[config.mk]
export PLATFORM = sky130hd
export DESIGN_NAME = page_fragment_reassembler
export DESIGN_NICKNAME = d
export VERILOG_FILES = /design/src/rtl/pfr_pkg.sv /design/src/rtl/pfr_ram.sv /design/src/rtl/pfr_ctrl.sv /design/src/rtl/page_fragment_reassembler.sv
export VERILOG_INCLUDE_DIRS = /design/src /design/src/rtl
export SDC_FILE = /design/constraint.sdc
export NUM_CORES = 2
export LEC_CHECK = 0
export BUFFER_PORTS_ARGS = -buffer_cell sky130_fd_sc_hd__buf_2
export CAP_MARGIN = 5
export CORE_ASPECT_RATIO = 0.7
export CORE_MARGIN = 5
export CORE_UTILIZATION = 40
export CTS_CLUSTER_SIZE = 8
export DETAILED_ROUTE_END_ITERATION = 16
export GPL_TIMING_DRIVEN = 0
export PLACE_DENSITY = 0.55
export SLEW_MARGIN = 5
export SYNTH_ARGS = -nofsm -noshare
export SYNTH_HDL_FRONTEND = slang
export SYNTH_HIERARCHICAL = 1
export SYNTH_SLANG_ARGS = --single-unit
[constraint.sdc]
create_clock -name clk -period 11.7 [get_ports clk]
set_clock_uncertainty 0.1 [all_clocks]
set_input_delay 1.755 -clock clk [delete_from_list [all_inputs] [get_ports clk]]
set_output_delay 1.755 -clock clk [all_outputs]
set_load 0.01 [all_outputs]
[src/rtl/page_fragment_reassembler_macros.svh]
// Assertion macros used by the page fragment reassembler top level.
`ifndef PAGE_FRAGMENT_REASSEMBLER_MACROS_SVH
`define PAGE_FRAGMENT_REASSEMBLER_MACROS_SVH

`ifndef NO_ASSERTIONS

// Check a condition at every clock edge outside reset.
`define PFR_ASSERT(lbl, clk, rst_n, cond) \
	lbl: assert property (@(posedge clk) disable iff (!rst_n) (cond)) \
		else $error("pfr: invariant violated");

// Check that an antecedent implies a consequent in the same cycle.
`define PFR_IMPLY(lbl, clk, rst_n, ante, cons) \
	lbl: assert property (@(posedge clk) disable iff (!rst_n) (ante) |-> (cons)) \
		else $error("pfr: implication violated");

// Check that an antecedent implies a consequent in the next cycle.
`define PFR_NEXT(lbl, clk, rst_n, ante, cons) \
	lbl: assert property (@(posedge clk) disable iff (!rst_n) (ante) |=> (cons)) \
		else $error("pfr: next-cycle check violated");

`else

`define PFR_ASSERT(lbl, clk, rst_n, cond)
`define PFR_IMPLY(lbl, clk, rst_n, ante, cons)
`define PFR_NEXT(lbl, clk, rst_n, ante, cons)

`endif

`endif

[src/rtl/pfr_pkg.sv]
// Package with types, codes and constants of the page fragment reassembler.
`timescale 1ns / 1ps
`default_nettype none

package pfr_pkg;

	// Field widths of the transaction payloads
	localparam int FUNC_W = 2;
	localparam int ID_W   = 16;
	localparam int CNT_W  = 7;
	localparam int POS_W  = 6;
	localparam int PAY_W  = 32;
	localparam int STAT_W = 3;

	// Stream widths: input tdata 61 bits of fields, output tdata 46 bits of fields
	localparam int IN_TDATA_W   = 64;
	localparam int OUT_FIELDS_W = 1 + POS_W + PAY_W + CNT_W;
	localparam int OUT_TDATA_W  = 48;
	localparam int OUT_PAD_W    = OUT_TDATA_W - OUT_FIELDS_W;

	// Defaults of the top-level parameters
	localparam int DEF_MAX_FRAGMENTS = 64;
	localparam int DEF_PAYLOAD_BITS  = 32;

	// Configuration register indexes
	typedef enum logic [0:0] {
		REG_PAGE_ID     = 1'b0,
		REG_PAGE_LENGTH = 1'b1
	} reg_idx_t;

	// Item functions
	typedef enum logic [FUNC_W-1:0] {
		FN_ADD   = 2'd0,
		FN_DRAIN = 2'd1,
		FN_CLEAR = 2'd2,
		FN_QUERY = 2'd3
	} func_t;

	// Result status codes
	typedef enum logic [STAT_W-1:0] {
		STAT_OK          = 3'd0,
		STAT_BAD_ID      = 3'd1,
		STAT_BAD_LEN     = 3'd2,
		STAT_POS_RANGE   = 3'd3,
		STAT_DUP         = 3'd4,
		STAT_INCOMPLETE  = 3'd5,
		STAT_QUERY_RANGE = 3'd6
	} status_t;

	// Controller states
	typedef enum logic [0:0] {
		ST_IDLE  = 1'b0,
		ST_DRAIN = 1'b1
	} state_t;

	// Command to the slot store
	typedef struct packed {
		logic             we;
		logic             re;
		logic [POS_W-1:0] addr;
	} mem_cmd_t;

	// One result item
	typedef struct packed {
		status_t          status;
		logic             slot_filled;
		logic [POS_W-1:0] position;
		logic [PAY_W-1:0] payload;
		logic             last;
		logic [CNT_W-1:0] count;
	} result_t;

	// Address width of a store of the given depth
	function automatic int addr_w(input int depth);
		return (depth > 1) ? $clog2(depth) : 1;
	endfunction

	// Stored payload width: the payload field never carries more than PAY_W bits
	function automatic int store_w(input int bits);
		return (bits < PAY_W) ? bits : PAY_W;
	endfunction

endpackage

`default_nettype wire

[src/rtl/pfr_ram.sv]
// Generic single-port RAM with registered read data.
`timescale 1ns / 1ps
`default_nettype none

module pfr_ram
	import pfr_pkg::*;
#(
	parameter int WIDTH = 32,
	parameter int DEPTH = 64
) (
	input  wire logic                     clk,
	input  wire logic                     we,
	input  wire logic                     re,
	input  wire logic [addr_w(DEPTH)-1:0] addr,
	input  wire logic [WIDTH-1:0]         wdata,
	output logic      [WIDTH-1:0]         rdata
);

	logic [WIDTH-1:0] mem [DEPTH];

	// Write and read port; read data holds while no read is issued
	always_ff @(posedge clk) begin
		if (we) begin
			mem[addr] <= wdata;
		end
		if (re) begin
			rdata <= mem[addr];
		end
	end

endmodule

`default_nettype wire

[src/rtl/pfr_ctrl.sv]
// Controller: item checks, slot valid bits, fill count, drain sequencer, output register.
`timescale 1ns / 1ps
`default_nettype none

module pfr_ctrl
	import pfr_pkg::*;
#(
	parameter int MAX_FRAGMENTS = DEF_MAX_FRAGMENTS,
	parameter int PAYLOAD_BITS  = DEF_PAYLOAD_BITS
) (
	input  wire logic                               clk,
	input  wire logic                               arst_n,
	// item side
	input  wire logic                               in_valid,
	output logic                                    in_ready,
	input  wire logic [FUNC_W-1:0]                  in_func,
	input  wire logic [ID_W-1:0]                    in_fid,
	input  wire logic [CNT_W-1:0]                   in_flen,
	input  wire logic [POS_W-1:0]                   in_pos,
	input  wire logic [PAY_W-1:0]                   in_pay,
	// configuration
	input  wire logic [ID_W-1:0]                    page_id,
	input  wire logic [CNT_W-1:0]                   page_length,
	// slot store
	output mem_cmd_t                                mem_cmd,
	output logic      [store_w(PAYLOAD_BITS)-1:0]   mem_wdata,
	input  wire logic [store_w(PAYLOAD_BITS)-1:0]   mem_rdata,
	// result side
	output logic                                    out_valid,
	input  wire logic                               out_ready,
	output result_t                                 out_res
);

	localparam int AddrW  = addr_w(MAX_FRAGMENTS);
	localparam int StoreW = store_w(PAYLOAD_BITS);

	state_t                   state_q, state_d;
	logic [MAX_FRAGMENTS-1:0] valid_q;
	logic [CNT_W-1:0]         fill_q;
	logic [POS_W-1:0]         ctr_q;
	logic                     rd_s1;
	logic [POS_W-1:0]         pos_s1;
	logic                     last_s1;
	logic                     out_valid_q;
	result_t                  out_res_q;

	logic [CNT_W-1:0] len;
	logic             pos_ok;
	logic             cur_valid;
	logic             complete;
	result_t          item_res;
	logic             item_has_res;
	logic             add_ok;
	logic             clr_item;
	logic             start_drain;
	logic             out_free;
	logic             accept;
	logic             load_rd;
	logic             issue;
	logic             issue_last;

	// Effective length: length register saturated to the store depth
	assign len = (page_length > CNT_W'(MAX_FRAGMENTS)) ? CNT_W'(MAX_FRAGMENTS) : page_length;
	assign pos_ok    = {1'b0, in_pos} < len;
	assign cur_valid = valid_q[in_pos[AddrW-1:0]];

	// Page is complete when the count matches and every slot below the length is held
	always_comb begin
		logic all_held;
		all_held = 1'b1;
		for (int i = 0; i < MAX_FRAGMENTS; i++) begin
			if ((CNT_W'(i) < len) && !valid_q[i]) begin
				all_held = 1'b0;
			end
		end
		complete = all_held && (fill_q == page_length);
	end

	// Decode the offered item into its result and store action; a starting drain gives no item result
	always_comb begin
		item_res.status      = STAT_OK;
		item_res.slot_filled = 1'b0;
		item_res.position    = '0;
		item_res.payload     = '0;
		item_res.last        = 1'b1;
		item_res.count       = fill_q;
		item_has_res         = 1'b1;
		add_ok               = 1'b0;
		clr_item             = 1'b0;
		start_drain          = 1'b0;
		unique case (func_t'(in_func))
			FN_ADD: begin
				priority if (in_fid != page_id) begin
					item_res.status = STAT_BAD_ID;
				end else if (in_flen != page_length) begin
					item_res.status = STAT_BAD_LEN;
				end else if (!pos_ok) begin
					item_res.status = STAT_POS_RANGE;
				end else if (cur_valid) begin
					item_res.status = STAT_DUP;
				end else begin
					add_ok         = 1'b1;
					item_res.count = fill_q + CNT_W'(1);
				end
			end
			FN_DRAIN: begin
				priority if (!complete) begin
					item_res.status = STAT_INCOMPLETE;
				end else if (len == '0) begin
					clr_item       = 1'b1;
					item_res.count = '0;
				end else begin
					start_drain  = 1'b1;
					item_has_res = 1'b0;
				end
			end
			FN_CLEAR: begin
				clr_item       = 1'b1;
				item_res.count = '0;
			end
			FN_QUERY: begin
				if (!pos_ok) begin
					item_res.status = STAT_QUERY_RANGE;
				end else begin
					item_res.slot_filled = cur_valid;
				end
			end
		endcase
	end

	// Next state
	always_comb begin
		state_d = state_q;
		unique case (state_q)
			ST_IDLE: begin
				if (accept && start_drain) begin
					state_d = ST_DRAIN;
				end
			end
			ST_DRAIN: begin
				if (issue_last) begin
					state_d = ST_IDLE;
				end
			end
		endcase
	end

	// State outputs: handshake, store reads and writes
	always_comb begin
		out_free   = !out_valid_q || out_ready;
		in_ready   = (state_q == ST_IDLE) && !rd_s1 && out_free;
		accept     = in_valid && in_ready;
		load_rd    = rd_s1 && out_free;
		issue      = (state_q == ST_DRAIN) && (!rd_s1 || load_rd);
		issue_last = issue && ({1'b0, ctr_q} == (len - CNT_W'(1)));
		mem_cmd.we   = accept && add_ok;
		mem_cmd.re   = issue;
		mem_cmd.addr = issue ? ctr_q : in_pos;
	end

	assign mem_wdata = in_pay[StoreW-1:0];

	// Controller state
	always_ff @(posedge clk or negedge arst_n) begin
		if (!arst_n) begin
			state_q <= ST_IDLE;
		end else begin
			state_q <= state_d;
		end
	end

	// Slot valid bits and fill count; a drain empties the store at its last read
	always_ff @(posedge clk or negedge arst_n) begin
		if (!arst_n) begin
			valid_q <= '0;
			fill_q  <= '0;
		end else if ((accept && clr_item) || issue_last) begin
			valid_q <= '0;
			fill_q  <= '0;
		end else if (accept && add_ok) begin
			valid_q[in_pos[AddrW-1:0]] <= 1'b1;
			fill_q                     <= fill_q + CNT_W'(1);
		end
	end

	// Drain read index
	always_ff @(posedge clk or negedge arst_n) begin
		if (!arst_n) begin
			ctr_q <= '0;
		end else if (accept && start_drain) begin
			ctr_q <= '0;
		end else if (issue) begin
			ctr_q <= ctr_q + POS_W'(1);
		end
	end

	// Read stage: track the read in flight until the output register takes it
	always_ff @(posedge clk or negedge arst_n) begin
		if (!arst_n) begin
			rd_s1 <= 1'b0;
		end else if (issue) begin
			rd_s1 <= 1'b1;
		end else if (load_rd) begin
			rd_s1 <= 1'b0;
		end
	end

	always_ff @(posedge clk) begin
		if (issue) begin
			pos_s1  <= ctr_q;
			last_s1 <= issue_last;
		end
	end

	// Output register valid
	always_ff @(posedge clk or negedge arst_n) begin
		if (!arst_n) begin
			out_valid_q <= 1'b0;
		end else if ((accept && item_has_res) || load_rd) begin
			out_valid_q <= 1'b1;
		end else if (out_ready) begin
			out_valid_q <= 1'b0;
		end
	end

	// Output register payload: item result or drained fragment
	always_ff @(posedge clk) begin
		if (accept && item_has_res) begin
			out_res_q <= item_res;
		end else if (load_rd) begin
			out_res_q.status      <= STAT_OK;
			out_res_q.slot_filled <= 1'b0;
			out_res_q.position    <= pos_s1;
			out_res_q.payload     <= PAY_W'(mem_rdata);
			out_res_q.last        <= last_s1;
			out_res_q.count       <= len - CNT_W'(1) - {1'b0, pos_s1};
		end
	end

	assign out_valid = out_valid_q;
	assign out_res   = out_res_q;

endmodule

`default_nettype wire

[src/rtl/page_fragment_reassembler.sv]
// Top level of the page fragment reassembler: configuration, slot store, controller.
//
// Channel    Direction  Handshake          Contents
// s_*        in         s_tvalid/s_tready  item: func in tuser, fragment fields in tdata
// m_*        out        m_tvalid/m_tready  result: status in tuser, last in tlast
// cfg_*      in         cfg_wen            register write, index and data
//
// Add, clear, query and a failing or empty drain each give one result.
// A complete drain of L fragments gives L results, one per cycle when unstalled,
// read from the single port of the slot store; the next item is taken once the
// last drained result has entered the output register.
// Reset loads page id 0 and length 1, clears valid bits, fill count and control;
// the store needs no clearing pass. m_tready low holds a waiting result, stalling input.
`timescale 1ns / 1ps
`default_nettype none

`include "page_fragment_reassembler_macros.svh"

module page_fragment_reassembler
	import pfr_pkg::*;
#(
	parameter int MAX_FRAGMENTS = DEF_MAX_FRAGMENTS,
	parameter int PAYLOAD_BITS  = DEF_PAYLOAD_BITS
) (
	input  wire logic                   clk,
	input  wire logic                   arst_n,
	// configuration
	input  wire logic                   cfg_wen,
	input  wire logic [0:0]             cfg_index,
	input  wire logic [ID_W-1:0]        cfg_wdata,
	// item stream
	input  wire logic                   s_tvalid,
	output logic                        s_tready,
	// frag_page_id, frag_page_length, frag_position, frag_payload, zero pad
	input  wire logic [IN_TDATA_W-1:0]  s_tdata,
	// func
	input  wire logic [FUNC_W-1:0]      s_tuser,
	// result stream
	output logic                        m_tvalid,
	input  wire logic                   m_tready,
	// slot_filled, out_position, out_payload, filled_count, zero pad
	output logic      [OUT_TDATA_W-1:0] m_tdata,
	// status
	output logic      [STAT_W-1:0]      m_tuser,
	output logic                        m_tlast
);

	localparam int AddrW  = addr_w(MAX_FRAGMENTS);
	localparam int StoreW = store_w(PAYLOAD_BITS);

	logic [ID_W-1:0]   page_id_q;
	logic [CNT_W-1:0]  page_length_q;
	mem_cmd_t          mem_cmd;
	logic [StoreW-1:0] mem_wdata;
	logic [StoreW-1:0] mem_rdata;
	result_t           res;

	// Configuration registers
	always_ff @(posedge clk or negedge arst_n) begin
		if (!arst_n) begin
			page_id_q     <= '0;
			page_length_q <= CNT_W'(1);
		end else if (cfg_wen) begin
			unique case (reg_idx_t'(cfg_index))
				REG_PAGE_ID:     page_id_q     <= cfg_wdata;
				REG_PAGE_LENGTH: page_length_q <= cfg_wdata[CNT_W-1:0];
			endcase
		end
	end

	// Slot store
	pfr_ram #(
		.WIDTH (StoreW),
		.DEPTH (MAX_FRAGMENTS)
	) u_store (
		.clk   (clk),
		.we    (mem_cmd.we),
		.re    (mem_cmd.re),
		.addr  (mem_cmd.addr[AddrW-1:0]),
		.wdata (mem_wdata),
		.rdata (mem_rdata)
	);

	// Controller
	pfr_ctrl #(
		.MAX_FRAGMENTS (MAX_FRAGMENTS),
		.PAYLOAD_BITS  (PAYLOAD_BITS)
	) u_ctrl (
		.clk         (clk),
		.arst_n      (arst_n),
		.in_valid    (s_tvalid),
		.in_ready    (s_tready),
		.in_func     (s_tuser),
		.in_fid      (s_tdata[15:0]),
		.in_flen     (s_tdata[22:16]),
		.in_pos      (s_tdata[28:23]),
		.in_pay      (s_tdata[60:29]),
		.page_id     (page_id_q),
		.page_length (page_length_q),
		.mem_cmd     (mem_cmd),
		.mem_wdata   (mem_wdata),
		.mem_rdata   (mem_rdata),
		.out_valid   (m_tvalid),
		.out_ready   (m_tready),
		.out_res     (res)
	);

	// Pack the result transaction
	assign m_tdata = {{OUT_PAD_W{1'b0}}, res.count, res.payload, res.position, res.slot_filled};
	assign m_tuser = res.status;
	assign m_tlast = res.last;

	// The single store port never reads and writes in one cycle
	`PFR_ASSERT(a_port_excl, clk, arst_n, !(mem_cmd.we && mem_cmd.re))
	// Stores happen only on an accepted item
	`PFR_IMPLY(a_write_on_accept, clk, arst_n, mem_cmd.we, s_tvalid && s_tready)
	// No item is taken while a drain reads the store
	`PFR_IMPLY(a_no_take_in_drain, clk, arst_n, mem_cmd.re, !s_tready)
	// A drain read is followed by a pending result
	`PFR_NEXT(a_read_gives_result, clk, arst_n, mem_cmd.re, !s_tready)

endmodule

`default_nettype wire
==> flow_metrics.py <==
metrics = {
    "status": {
        "status": "finished clean",
    },
    "synth": {
        "avgSynthCellArea_um2": 16.9,
        "synthArstFlopShare_pct": 4.60,
        "synth_seq_area_share_pct": 74.7,
        "synth_cell_types": 95,
        "ys_ff_latch": 2240,
        "synth-edff-count": 2098,
        "synthDominantCellAreaShare_pct": 70.9,
        "synth_ff_type": "edfxtp_1",
        "netlist_top_cells_count": "edfxtp_1 (2,098), mux2i_1 (267), nor2_1 (252)",
        "synth_area_um2": 88800,
        "synthCells": 5246,
        "yosysMostFrequentCell": "edfxtp_1",
        "synth_warnings": 6,
        "synthTopCellsByArea": "edfxtp_1 (71%), mux2i_1 (3.0%), dfrtp_1 (2.9%)",
        "yosys.area.top_type": "edfxtp_1",
    },
    "timing": {
        "fin_crit_sh_pct": 75.9,
        "final-hold-violation-count": 0,
        "tightestPinTransition_ns": 1.36,
        "slew_headroom_pct": 8.85,
        "setup_ws_ns": 2.82,
        "finalMaxSlewViolations": 0,
        "timing.fmax_mhz": 113,
        "rsz0062_at_grt": "false",
        "period_minus_slack_ns": 8.88,
        "finalSetupViolCount": 0,
    },
    "critical_path": {
        "worst_path_largest_cell_delay_ns": 0.93,
        "critPathRequiredTime_ns": 12.05,
        "critPathSlowestCell": "o21ai_0",
        "setup.worst_path.class": "input port to flip-flop",
        "critPathLaunch": "m_tready",
        "arrival_ns": 9.23,
        "startpoint_type": "input port",
        "cp-end-kind": "flip-flop",
        "worstReg2RegStart": "u_ctrl/out_valid",
        "crit_fanout": 17,
        "crit_chain": "buf_2 > nor2b_1 > a21o_1 > inv_1 > clkbuf_1 > o21ai_0 > buf_2 > inv_2 > buf_2 > clkbuf_1 > buf_1 > clkbuf_1 > a31oi_1 > nand3_1 > a2111oi_2 > buf_6 > nand3_1",
    },
    "placement": {
        "place_worst_setup_slack_ns": 2.55,
        "gp_congestion": 0.948,
        "placed_cells": 8354,
        "hpwl_um": 198000,
        "io_buffers": 103,
    },
    "drt": {
        "drtIter0Drc": 7400,
        "via_count": 54100,
        "drt_first_pass_iters": 6,
        "drc": 0,
        "detail-route-antenna-nets": 0,
        "wire_per_inst_um": 33.3,
        "viasPerCell": 6.18,
        "routed_wl_um": 292000,
    },
    "floorplanning": {
        "io_pins": 142,
        "fp.dieW_um": 573,
        "start_util_pct": 40.3,
        "coreArea_um2": 221000,
        "fp.dieH_um": 404,
        "dieArea_um2": 232000,
        "placementRows": 144,
    },
    "power": {
        "vdd_drop_max_v": 0.000140,
        "p_per_area_nw_per_um2": 236,
        "leakage_nw": 34.3,
    },
    "layout": {
        "finish.utilization_pct": 47.1,
        "nets": 5871,
        "final_cells": 8749,
        "final_layout_size_suffix_gt1_share_pct": 18.9,
        "area_delta_synth_final_pct": 17.0,
    },
    "global_route": {
        "grt_antenna_before_repair": 27,
        "grt_max_degree": 65,
        "grtUsageTotal_pct": 24.4,
        "grt_first_pass_wirelength_um": 404000,
        "grt_pass1_vias": 50800,
        "overflow": 0,
    },
    "clocking": {
        "htreeDepth": 5,
        "cts_buffers": 323,
        "clk_latency_ns": 0.86,
        "clockRootBuffer": "clkbuf_16",
        "cts_hold_buf": 0,
        "cts_num_sinks": 2240,
        "cts_tree": "built",
        "post_cts_resized": 0,
        "clock_path_buffers": 4,
        "clk_pin_slew_ns": 0.05,
        "post_cts_buffers": 0,
    },
    "worst_hold_path": {
        "hp-start": "u_store/rdata[23]",
        "hold_path_class": "flip-flop to flip-flop",
    },
    "run": {
        "drv_cap": 0,
    },
}
## where the power goes
part | internal, mW | switching, mW | total, mW
registers | 9.02 | 0.131 | 9.15
clock network | 4.99 | 3.24 | 8.23
logic | 2.17 | 5.01 | 7.19
total | 16.2 | 8.39 | 24.6
## kinds of logic after synthesis
| family | after synthesis | share of synthesized area (%) |
|---|---|---|
| flip-flops | 2240 | 74.7 |
| AND/OR/NAND/NOR | 762 | 4.49 |
| multiplexers | 545 | 7.89 |
| adder cells (fa/ha/maj) | 23 | 0.332 |
| XOR/XNOR | 51 | 0.518 |
| other | 1 | 0.00422 |
| AO/OA/AOI/OAI | 1192 | 9.66 |
| buffers and inverters | 432 | 2.39 |
## metal layers
layer | vias up | part of all wire (%) | GRT usage, %
met3 | 419 | 13 | 8.12
met2 | 3168 | 40 | 32.4
li1 | 22300 | - | -
met1 | 28300 | 45 | 38.3
met5 | - | 0.0045 | 0
met4 | 2 | 2.3 | 5.48
## critical path, delay by kind of cell
family                 cells  cell delay [ns]
AND/OR/NAND/NOR            3             1.10
AO/OA/AOI/OAI              4             2.65
buffers and inverters     10             3.68
## metrics by stage
stage / power, mW / hold WS, ns / cell area, um^2 / TNS [ns]
after CTS: 24.5 / 0.338 / 104000 / 0
after global routing: 25.3 / 0.364 / 104000 / 0
final: 24.6 / 0.346 / 104000 / 0
after floorplan: 12.9 / 0.342 / 88800 / 0
after detailed placement: 16.2 / 0.352 / 95300 / 0
after global placement: 16.0 / 0.351 / 93000 / -1.38
## placed cells by master (no fill, tap or decap), drive strengths merged, types with 16 or more instances in the layout
master / instances
dfxtp: 39
and2: 44
nand3: 70
inv: 38
nor2: 253
a211oi: 23
a221oi: 176
mux4: 104
nor2b: 25
a22oi: 192
dfrtp: 102
mux2i: 267
or4: 18
nor4: 24
a22o: 100
ha: 22
clkbuf: 555
a31oi: 55
edfxtp: 2098
nand2b: 34
and3: 96
a21oi: 217
mux2: 174
o21ai: 119
a221o: 20
xnor2: 35
nor3: 45
diode: 16
a222oi: 16
nand2: 87
o22a: 71
o22ai: 104
a2111oi: 18
buf: 395
## final cells by class
| class | instances | area [um^2] |
|---|---|---|
| Antenna cell | 16 | 40.0 |
| Clock inverter | 18 | 243 |
| Tap cell | 2920 | 3650 |
| Fill cell | 18700 | 117000 |
| Inverter | 30 | 113 |
| Clock buffer | 360 | 8380 |
| Multi-Input combinational cell | 2575 | 20900 |
| Buffer | 402 | 2010 |
| Timing Repair Buffer | 188 | 2220 |
| Sequential cell | 2240 | 66400 |
## state kept, by name (all words and copies together) (netlist names)
register,cells
u_ctrl/rd_s1,1
u_ctrl/valid_q,64
u_ctrl/out_valid,1
u_ctrl/ctr_q,6
u_store/rdata,32
u_store/mem,2048
u_ctrl/pos_s1,6
u_ctrl/out_res,50
page_id_q,16
u_ctrl/fill_q,7
u_ctrl/state_q,1
page_length_q,7
u_ctrl/last_s1,1
## path summary, 6_finish.rpt
check / to / slack (ns) / cells after the start
max: u_store/rdata[10] / 2.82 / 17
min: u_ctrl/out_res[31] / 0.35 / 1
max reg2reg: u_store/rdata[10] / 3.48 / 16
min reg2reg: u_ctrl/out_res[31] / 0.35 / 1
max in group asynchronous: u_ctrl/valid_q[45] / 10.06 / 2
min in group asynchronous: u_ctrl/fill_q[1] / 0.75 / 1
Power figures use the tool's default switching activity.
